--- src/design/vlbp_pkg.sv ---
`default_nettype none

package vlbp_pkg;

	localparam int WORD_BITS = 64;
	localparam logic [6:0] MAX_LEN = 7'd64;
	localparam int unsigned CLOSE_BITS = 133;
	localparam logic [63:0] ALL_ONES = '1;
	localparam logic [63:0] END_NIBBLE = 64'h0F;
	localparam logic [6:0] END_NIBBLE_LEN = 7'd4;
	localparam logic [6:0] END_ZERO_LEN = 7'd1;
	localparam int IN_W = 80;
	localparam int OUT_W = 88;

	typedef enum logic [1:0] {
		CMD_APPEND    = 2'd0,
		CMD_CLOSE     = 2'd1,
		CMD_READ      = 2'd2,
		CMD_READ_ONES = 2'd3
	} cmd_t;

	typedef enum logic [1:0] {
		ST_OK    = 2'd0,
		ST_MODE  = 2'd1,
		ST_FULL  = 2'd2,
		ST_SHORT = 2'd3
	} status_t;

	typedef enum logic [3:0] {
		S_IDLE,
		S_CL_ONES1,
		S_CL_ONES2,
		S_CL_ZERO,
		S_CL_FLUSH,
		S_RD_WAIT,
		S_RUZ,
		S_RESULT
	} state_t;

	// one append step: new partial word, and the finished word if one closed
	typedef struct packed {
		logic [63:0] partial;
		logic [63:0] word;
		logic        word_done;
	} pack_res_t;

endpackage

`default_nettype wire

--- src/design/vlbp_pack.sv ---
`default_nettype none

// Appends len bits of value to the partial word, MSB first.
module vlbp_pack (
	input  logic [63:0]         partial,
	input  logic [5:0]          fill,
	input  logic [63:0]         value,
	input  logic [6:0]          len,
	output vlbp_pkg::pack_res_t res
);
	import vlbp_pkg::*;

	logic [63:0] vm;
	logic [63:0] hi;
	logic [6:0]  sum;
	logic [6:0]  take;
	logic [6:0]  rest;

	always_comb begin
		vm   = value & ~(ALL_ONES << len);
		sum  = {1'b0, fill} + len;
		take = 7'd64 - {1'b0, fill};
		rest = len - take;
		hi   = vm >> rest;
		res.word = (fill == 6'd0) ? hi : ((partial << take) | hi);
		if (!sum[6]) begin
			res.word_done = 1'b0;
			res.partial   = (len == 7'd0) ? partial : ((partial << len) | vm);
		end else begin
			res.word_done = 1'b1;
			res.partial   = (rest == 7'd0) ? 64'd0 : (vm & ~(ALL_ONES << rest));
		end
	end

endmodule

`default_nettype wire

--- config.mk ---
export PLATFORM = sky130hd
export DESIGN_NAME = vlbp_pack
export DESIGN_NICKNAME = d
export VERILOG_FILES = /design/src/design/vlbp_pkg.sv /design/src/design/vlbp_pack.sv
export SDC_FILE = /design/constraint.sdc
export NUM_CORES = 1
export LEC_CHECK = 0
export ABC_AREA = 1
export BUFFER_PORTS_ARGS = -buffer_cell sky130_fd_sc_hd__buf_4
export CORE_ASPECT_RATIO = 1.2
export CORE_MARGIN = 2
export CORE_UTILIZATION = 40
export DETAILED_ROUTE_END_ITERATION = 10
export PLACE_DENSITY = 0.74
export SLEW_MARGIN = 20
export SYNTH_ARGS = -nofsm -noshare
export SYNTH_HDL_FRONTEND = slang
export SYNTH_SLANG_ARGS = --single-unit
--- constraint.sdc ---
create_clock -name vclk -period 4.7
set_input_delay 0.94 -clock vclk [all_inputs]
set_output_delay 0.94 -clock vclk [all_outputs]
set_load 0.02 [all_outputs]
Yosys cells after proc, flatten, opt, wreduce, memory -nomap -nowiden
Index checks and enable logic that the tools add are counted.
{"block": "op_classes", "n_reduce_logical": 3, "multipliers": 0, "shift": 5, "n_lt_le_gt_ge": 0, "bitwise_logic": 6, "n_eq_ne": 0, "div": 0, "n_mux": 5, "n_addsub": 3}
{"cell": "$mux 64", "count": 4}
{"cell": "$and 64x64->64", "count": 2}
{"cell": "$not 64->64", "count": 2}
{"cell": "$or 64x64->64", "count": 2}
{"cell": "$shl 64x7->64", "count": 2}
{"cell": "$shl 64x7->64 const A", "count": 2}
{"cell": "$shr 64x7->64", "count": 1}
{"cell": "$logic_not 7->1", "count": 2}
{"cell": "$add 6x7->7", "count": 1}
{"cell": "$sub 7x6->7 const A", "count": 1}
{"cell": "$sub 7x7->7", "count": 1}
{"cell": "$logic_not 6->1", "count": 1}
{"cell": "$mux 1", "count": 1}
{"block": "totals", "mem_bits_ro": 0, "word_cells": 22, "ram_bits": 0, "in_bits": 141, "latchBits": 0, "out_inout_bits": 129, "mem_count": 0, "regBits": 0}

Logic depth before layout (Yosys ltp)
{"block": "logic_depth", "word_depth": 7, "ltp_mapped": 24, "ltp_nobuf": 20}

Worst setup path after synthesis
Ideal clock, no wire load.
{"block": "synth_timing", "kind": "input to output", "start": "input port fill[0]", "end": "output port res[67] (netlist name)", "t_required_ns": 3.760, "cell_stages": 16, "path_slack_ns": -0.355, "n_path_buf": 8, "arrival_ns": 4.115, "cell_sequence": "buf_4 > inv_2 > buf_4 > ha_1 > buf_2 > inv_2 > buf_2 > buf_2 > fa_1 > buf_2 > inv_1 > buf_2 > buf_1 > o21ai_0 > nor2_1 > o31ai_1"}
{"item": "from (decl)", "line_no": "vlbp_pack.sv:6", "source": "input logic [5:0] fill,"}
{"item": "to (decl)", "line_no": "vlbp_pack.sv:9", "source": "output vlbp_pkg::pack_res_t res"}

==> results.txt <==
After synthesis, the largest family of logic cells by area is simple AND/OR/NAND/NOR gates. The net count reported at finish came out at around 3600. Measured against its own limit, the worst slew margin works out to between 30% and 40%. The initial antenna violation count came out at 3. For the finished layout, the period the worst path requires is around 4.7 ns. Summed over all instances, the cell type with the most area after synthesis is sky130_fd_sc_hd__nand2_1. The number of max-capacitance violations reported came out at 0. The portion of the clock cycle consumed by the worst path in the final layout came out at ~100%. The arrival time of data at the critical path endpoint is ~3.8 ns. The starting density of the core came out at 40.69%. Across every metal layer, demand over resource in global routing totals 52.50%.

The die area came out at about 39000 sq um. The internal power came out at between 0.0015 and 0.002 W. The routed layout has approximately 25000 vias. The average footprint of a synthesized cell is roughly 4.8 sq um.

The number of buffers added on ports is 270. The most frequent cell after synthesis is sky130_fd_sc_hd__nand2_1. The detailed route wirelength on metal2 came out at about 44000 microns. The Yosys step of the flow raised 0 warnings. The area growth from synthesis to layout is 28.27%. The post-placement setup slack came out at -0.1456 ns.

The gate count after technology mapping is 3138. The final HPWL from detailed placement came out at approximately 87000 microns. The number of global-route vias before repair came out at ~23000. In this run the most critical hold path is launched from value[2]. The non-filler instance count after layout came out at 3940. The number of placed I/O pins came out at 270. The floorplan step set the die height to 216.5 microns. The cts-stage hold buffer count is 0.

For this design, the slowest cell found on the critical path is sky130_fd_sc_hd__fa_2. The worst hold path belongs to the class input port to output port. The cell count along the critical path came out at 15.

The share of total power dissipated in combinational logic is 100.0%. The leakage power summed over all cells came out at between 9 and 10 nW. By instance count, the cell type seen most on the critical path is sky130_fd_sc_hd__nand3_1. The horizontal die dimension is approximately 180 microns.

Walking the worst path, the cells encountered are buf_4 -> inv_4 -> ha_4 -> inv_4 -> fa_2 -> clkinv_1 -> buf_12 -> nand3_1 -> nand3_1 -> nand3_1 -> nand2_1 -> a21oi_1 -> o21ai_1 -> nand3_2 -> buf_4. Broken down by cell family, the worst path's largest delay share belongs to simple AND/OR/NAND/NOR gates. The portion of netlist area occupied by mux cells is 3.657%.

The number of search-and-repair iterations in the first detailed-routing pass is 7. The remaining number of nets flagged by the antenna check after routing came out at 0. The highest metal layer with signal wires is met5. The area of combinational cells with multiple inputs is around 13000 sq um.

In the final routed layout, each cell accounts on average for roughly 27 microns. The hold-critical path depth is 4. After synthesis, the netlist uses between 50 and 60 different library cells. The critical path is of the input port to output port type. The violation count after the first detailed-route iteration is 4710. The post-route netlist has roughly 20% of its cells at a drive strength greater than 1. The adder and majority gate portion of the synthesized area is 1.213%.

The compound-cell area share of the yosys netlist is a little over a fifth. The data required time at the worst endpoint is between 3 and 4 ns. Ranked by total cell area, the synthesized netlist is headed by sky130_fd_sc_hd__nand2_1, sky130_fd_sc_hd__nand3_1, sky130_fd_sc_hd__o21ai_0. The terminating pin of the worst hold path is res[67].

The flow ran to the end, and the final reports show no timing, DRC or antenna violations. The detailed router put a total of ~38000 microns of wire on met1. The top achievable clock speed came out at 0.2131 GHz. The overall routed net length came out at 107600 microns.

Setup repair after global routing could not meet its margin everywhere. The core footprint is around 37000 sq um. The number of hold violations in the final report is 0. The number of DRC violations after detailed routing came out at 0. The routed design uses approximately 13000 microns of met3 wire. Routability-driven placement finished with a final weighted congestion of 1.187.

The switching power summed over all nets came out at 0.003593 W. The fraction of post-synthesis cell area in the top cell type by area is a little over a quarter. Setup violations remaining at the end of the flow were counted as 0. The simple-gate share of the synthesized area is between 60% and 70%. The footprint of the flip-flops and latches is 0 sq um. In this run the power density over the cells is approximately 280 nW/um^2. The residual overflow from global routing is 0. The first global-routing pass estimated between 150000 and 200000 microns of wire. Counting the fill cells in the layout gives between 4000 and 5000. 0 antenna diodes ended up in the layout. The highest cell delay on the worst timing path came out at slightly below 0.6 ns. The share of total power dissipated in the clock network is 0%. The clock buffer instance count of the final layout came out at 0. The row count came out at 77. Counting every net in the synthesized netlist gives ~3300. The worst setup path is launched from an input port.

The cell area after technology mapping came out at between 15000 and 20000 sq um. The post-synthesis sequential area ratio is 0%. Entering global routing, the biggest net connects between 60 and 70 pins. Summing the areas of all xor and xnor instances in the mapped netlist gives less than 1% of the synthesized area.

The worst setup path is captured at an output port. The cell count after placement came out at roughly 4000. Ranked by instance count, the synthesized netlist is headed by sky130_fd_sc_hd__nand2_1, sky130_fd_sc_hd__nand3_1, sky130_fd_sc_hd__o21ai_0. Sequential cells burn 0% of the power.

The via-per-instance ratio is roughly 6.4. In the finished design the tool counted flip-flops and latches totalling 0. For the pin with the worst max-slew slack, the measured transition is 0.9089 ns.

The final count of pins violating max slew came to 0. Along the worst path, the maximum fanout reaches 34. Of the total power, the share spent switching nets is between 60 and 70%. The final worst setup slack is between 0.007 and 0.008 ns.

The sum of buffers and inverters on the critical path came out at 6. The maximum ir drop on the vdd rail is 155.4 uV.
==> logic make-up after synthesis <==
group                      after synthesis
muxes                                   55
AOI/OAI and AO/OA                      584
adders and majority gates               14
xor gates and xnor gates                 4
and+or+nand+nor                       2069
buffers and inverters                  412
==> worst max-delay path by stage <==
stage                    end  startpoint
floorplan            res[68]     fill[0]
global placement     res[32]     fill[0]
detailed placement  res[113]     fill[0]
CTS                   res[5]     fill[1]
global route        res[101]     fill[1]
finish                res[3]     fill[0]
==> routing by layer <==
metal,track usage (%),vias up
met1,62.13,11350
met5,0.3750,-
met4,46.42,4
met2,78.51,2102
met3,13.16,506
li1,-,11410
==> power groups by stage <==
stage               sequential [W]  combinational [W]  clock [W]
floorplan                        0            0.00290          0
global placement                 0            0.00506          0
detailed placement               0            0.00506          0
CTS                              0            0.00508          0
global route                     0            0.00566          0
finish                           0            0.00541          0
==> layout by cell type, fill, tap and decap left out, types with 4 or more instances in the layout <==
cell                        count
sky130_fd_sc_hd__nand3_2       20
sky130_fd_sc_hd__buf_12        20
sky130_fd_sc_hd__nand3b_1       6
sky130_fd_sc_hd__o22ai_1        4
sky130_fd_sc_hd__nand2_2        7
sky130_fd_sc_hd__nor2_4         9
sky130_fd_sc_hd__nand2_4        4
sky130_fd_sc_hd__buf_6          6
sky130_fd_sc_hd__nor3_1         7
sky130_fd_sc_hd__a31oi_1       17
sky130_fd_sc_hd__inv_4          4
sky130_fd_sc_hd__mux2i_1       55
sky130_fd_sc_hd__o211ai_1      82
sky130_fd_sc_hd__or2_1          5
sky130_fd_sc_hd__or2_2         16
sky130_fd_sc_hd__o21ai_1       76
sky130_fd_sc_hd__nand3_1      736
sky130_fd_sc_hd__and2_1         6
sky130_fd_sc_hd__nor2_1       142
sky130_fd_sc_hd__nand4_1       54
sky130_fd_sc_hd__inv_2         20
sky130_fd_sc_hd__a21boi_1       4
sky130_fd_sc_hd__o21a_1         4
sky130_fd_sc_hd__o2111ai_1      8
sky130_fd_sc_hd__inv_1        140
sky130_fd_sc_hd__o31ai_1        5
sky130_fd_sc_hd__nor2_2        14
sky130_fd_sc_hd__nand2_1     1040
sky130_fd_sc_hd__a21oi_1       77
sky130_fd_sc_hd__o21ai_0      281
sky130_fd_sc_hd__o31ai_2        5
sky130_fd_sc_hd__ha_1           7
sky130_fd_sc_hd__buf_4        543
sky130_fd_sc_hd__ha_4           5
==> layout make-up <==
class	instances	area share, %
inverters	168	3.343
repair buffers	572	23.82
multi-input cells	2726	69.77
well taps	474	3.071
==> per-stage QoR <==
stage,area (sq um),hold WS (ns),util (%),power (W),TNS (ns)
global route,19310,2.370,52.20,0.005664,-0.1745
floorplan,15220,2.050,-,0.002899,0
CTS,19080,2.333,51.58,0.005084,-0.01349
finish,19310,2.340,52.20,0.005413,0
global placement,19070,2.326,51.56,0.005064,-1.506
detailed placement,19070,2.331,51.56,0.005061,-1.119
==> what timing repair did <==
item | 4_1_cts | 5_1_grt
endpoints found under the setup margin | 13 | 128
buffers inserted | 0 | 5
cloned | 0 | 1
pin swaps | 1 | 14
gates resized for setup | 4 | 38
Power figures use the tool's default switching activity.
